## src/rtl/prt_pkg.sv

```systemverilog
// Shared types and constants for the page reference-count range table.
// Holds field widths, request and status codes, and the shared unit's
// operation codes and request/response structs. No dependencies.
package prt_pkg;

   localparam int ADDR_W      = 64;
   localparam int LEN_W       = 32;
   localparam int SIZE_W      = 25;
   localparam int DONE_W      = 13;
   localparam int ENTRY_W     = 64;
   localparam int REQ_TDATA_W = 104;
   localparam int RSP_TDATA_W = 16;
   localparam int CSR_DATA_W  = 64;
   localparam int CSR_ADDR_W  = 4;

   // request kinds
   localparam logic [1:0] TYPE_GET   = 2'd0;
   localparam logic [1:0] TYPE_PUT   = 2'd1;
   localparam logic [1:0] TYPE_CHECK = 2'd2;
   localparam logic [1:0] TYPE_WRITE = 2'd3;

   // result status
   localparam logic [1:0] STATUS_OK     = 2'd0;
   localparam logic [1:0] STATUS_RANGE  = 2'd1;
   localparam logic [1:0] STATUS_ABSENT = 2'd2;
   localparam logic [1:0] STATUS_BUSY   = 2'd3;

   // register byte-address select bit (registers sit 8 bytes apart)
   localparam int CSR_SEL_BIT = 3;

   // entry layout: present bit at bit 0, count moves in steps of two
   localparam logic [ENTRY_W-1:0] ENTRY_STEP   = 64'd2;
   localparam logic [ENTRY_W-1:0] RECLAIM_MARK = 64'hFFFF_FFFF_FFFF_FFFE;

   // shared unit operations
   localparam logic ALU_ADD = 1'b0;
   localparam logic ALU_SUB = 1'b1;

   typedef struct packed {
      logic               op;
      logic [ENTRY_W-1:0] a;
      logic [ENTRY_W-1:0] b;
   } alu_req_type;

   typedef struct packed {
      logic [ENTRY_W:0] res;   // bit 64 is carry out on add, borrow on subtract
      logic             zero;  // low 64 bits of the result are zero
   } alu_rsp_type;

endpackage

```

## src/rtl/prt_alu.sv

```systemverilog
// Shared 64-bit add/subtract unit with carry/borrow and zero flag.
// Uses prt_pkg for the request/response structs and operation codes.
module prt_alu (
   input  prt_pkg::alu_req_type req,
   output prt_pkg::alu_rsp_type rsp
);
   import prt_pkg::*;

   logic [ENTRY_W:0] res;

   always_comb begin
      case (req.op)
         ALU_ADD: res = {1'b0, req.a} + {1'b0, req.b};
         ALU_SUB: res = {1'b0, req.a} - {1'b0, req.b};
         default: res = '0;
      endcase
   end

   assign rsp.res  = res;
   assign rsp.zero = (res[ENTRY_W-1:0] == '0);

endmodule

```

## config.mk

```make
export PLATFORM = sky130hd
export DESIGN_NAME = prt_alu
export DESIGN_NICKNAME = d
export VERILOG_FILES = /design/src/rtl/prt_pkg.sv /design/src/rtl/prt_alu.sv
export SDC_FILE = /design/constraint.sdc
export NUM_CORES = 1
export LEC_CHECK = 0
export BUFFER_PORTS_ARGS = -buffer_cell sky130_fd_sc_hd__buf_2
export CORE_MARGIN = 1.5
export CORE_UTILIZATION = 25
export DETAILED_ROUTE_END_ITERATION = 10
export PLACE_DENSITY_LB_ADDON = 0.15
export SETUP_SLACK_MARGIN = 0.1
export SYNTH_ARGS = -nofsm -noshare
export SYNTH_HDL_FRONTEND = slang
export SYNTH_SLANG_ARGS = --single-unit
export TNS_END_PERCENT = 30
```

## constraint.sdc

```tcl
create_clock -name vclk -period 6.2
set_input_delay 0.31 -clock vclk [all_inputs]
set_output_delay 0.31 -clock vclk [all_outputs]
set_load 0.005 [all_outputs]
```

==> results.cfg <==
[logic_synthesis]
synth.cell_area_sq_um = 5800
syn-num-nets = 1099
synthTopCellsByArea = ha_1, xnor2_1, a21oi_1
synth_top_area_share_pct = 14.0
post_synth.cell_area_avg_sq_um = 6.42
yosys_warnings = 0
syn-instance-count = 904
synth_top_area_cell = ha_1
yosysUniqueCellTypes = 72
synth.yosys.seq_area_share_pct = 0

[global_routing]
first_global_vias = 6869
global_route.usage.total_pct = 18.5
first_pass_grt_wire_length_um = 36400
grt.overflow.total = 0
pin_count_of_the_biggest_net_entering_global_routing = 31
antenna_found_initial = 0

[pwr]
power.total_uw = 1140
ir_drop_uv = 86.1
leak_pwr_uw = 0.00318
cellPowerDensity_nw_per_um2 = 157

[worst_setup_path]
crit_path_cell_trace = buf_2 > nor3_4 > nand2_1 > or3_1 > or3_1 > or3_1 > or3_1 > or3_4 > nor2b_4 > nor2_1 > xnor2_1 > ha_2 > buf_4 > a21o_1 > or3_1 > o211ai_1 > a211oi_1 > or2_2 > a2111oi_2 > nand4b_1 > nor3_1 > buf_2
required_time_at_the_endpoint_of_the_critical_path_ns = 5.89
critPathCapture = rsp[0]
path_delay_family = simple AND/OR/NAND/NOR gates
worst_path_largest_cell_delay_ns = 0.38
critPathLaunch = req[42]
path_class = in2out
cp-start-kind = input pin
critPathMaxFanout = 5
arrival_ns = 5.49
worst-path-stages = 22
timing.critical_path.buf_inv = 3
timing.critical_path.mode_cell = or3_1
crit_slowest_cell = or3_4
end_kind = primary output

[timing]
fin_worst_hold_slack_ns = 1.02
finalHoldViolCount = 0
final.period_utilization_pct = 93.5
slew_of_the_pin_with_the_lowest_slew_margin_ns = 0.593
setup_viol_count_final = 0
grt_setup_unrepaired = false
max-slew-margin-rel_pct = 60.3
max_clock_freq_mhz = 173
final-max-slew-violation-count = 0
tns_ns = 0
period_minus_slack_ns = 5.80
final_critical_path_setup_slack_ns = 0.403

[route]
drt-total-wl_um = 23200
drt_pass1_iterations = 5
postRouteAntennaNets = 0
post-route-drc-count = 0
post_drt_wl_per_cell_um = 17.0
post_drt_via_cell_ratio = 5.26
num_vias = 7206
drt-initial-drc-count = 402

[place]
dp_hpwl_um = 20500
place_worst_setup_slack_ns = 0.188
place.port_buffers = 195
place_congestion = 0.929

[layout]
sequential_cell_area_sq_um = 0
leading_cell_type_in_the_layout_fill_and_taps_excluded = buf_2
final.clkbuf_count = 0
flow.area_growth_from_synthesis_pct = 25.3
sequential_cell_total = 0
final_net_count = 1281
drive_above_1_share_pct = 24.0
antenna_cells = 0
most-common-layout-cells = buf_2, a21oi_1, nor2_1, xnor2_1, nand2_1

[die]
die_area_sq_um = 24100
initial_utilization_pct = 25.5
io_pins = 195
die_w_um = 155
rows = 55
core_area_sq_um = 22700
die_h_um = 155

[flow_run]
cap_violations = 0

[worst_hold_path]
worstHoldPathType = in2out
hold_start = req[65]

[outcome]
run_status = complete, no violations

[clocking]
cts.hold.buffers_added = 0
## through the flow
step           std cells  utilization, %  instance area, sq um
2_1_floorplan        904               -                  5800
3_3_place_gp        1362            31.3                  7100
3_5_place_dp        1362            31.3                  7100
4_1_cts             1362            31.3                  7100
5_1_grt             1369            32.0                  7270
6_report            1369            32.0                  7270
## worst min path at each step
stage	to	cells past startpoint
3_3_place_gp	rsp[2]	3
2_1_floorplan	rsp[1]	2
5_1_grt	rsp[2]	3
3_5_place_dp	rsp[2]	3
6_report	rsp[2]	3
4_1_cts	rsp[2]	3
## tightest hold or removal path, cell delays in order
cell and delay [ns]:
buf_2 0.11, fa_1 0.18, buf_2 0.11
## cell type report
class / instances / area (sq um)
Inverter: 42 / 158
Tap cell: 285 / 357
Fill cell: 2574 / 15400
Timing Repair Buffer: 225 / 1200
Multi-Input combinational cell: 817 / 5550
## timing repair
action                                  CTS  global route
endpoints found under the setup margin    0             2
buffers inserted                          0             7
gates resized for setup                   0            29
## power by group
group	switching, uW	internal [uW]	leakage (uW)
combinational	678	466	0.00318
sequential	0	0	0
clock	0	0	0
## cells by family (layout without fill, tap and decap cells)
logic type | count (synthesis) | count (layout) | synth area share [%]
simple gates | 333 | 333 | 29.3
mux | 1 | 1 | 0.173
fa+ha+maj | 66 | 66 | 14.4
buf+inv | 87 | 267 | 6.17
xor+xnor | 113 | 113 | 17.1
compound gates | 304 | 304 | 33.0
## cell usage after synthesis (all sizes together), types with 2 or more instances
library cell and count:
o2111ai 3, a211oi 9, nor2b 5, o31ai 6
xor2 23, xnor2 90, nor2 92, and3 10
o21bai 16, nand3 18, a311oi 2, a21boi 7
a21oi 121, nor4 8, or3 16, or2 3
a41o 4, ha 65, nor3b 3, a21o 17
o21a 7, and4 6, nand4 21, a2111oi 5
a31oi 24, inv 42, nand4b 2, and4b 2
o21ai 51, nor3 43, a41oi 4, o311ai 2
clkbuf 25, or4 5, nand2b 8, buf 20
a221o 2, a221oi 3, and2 14, nand2 74
o211ai 13
## layer usage
| layer | up-vias | routed length [um] | GRT usage [%] |
|---|---|---|---|
| met5 | - | 0 | 0 |
| met4 | 0 | 329 | 2.09 |
| met3 | 18 | 1020 | 1.20 |
| met2 | 204 | 10500 | 31.5 |
| met1 | 3294 | 11400 | 26.4 |
| li1 | 3690 | - | - |
No activity file was read; power rests on OpenSTA's default activity.
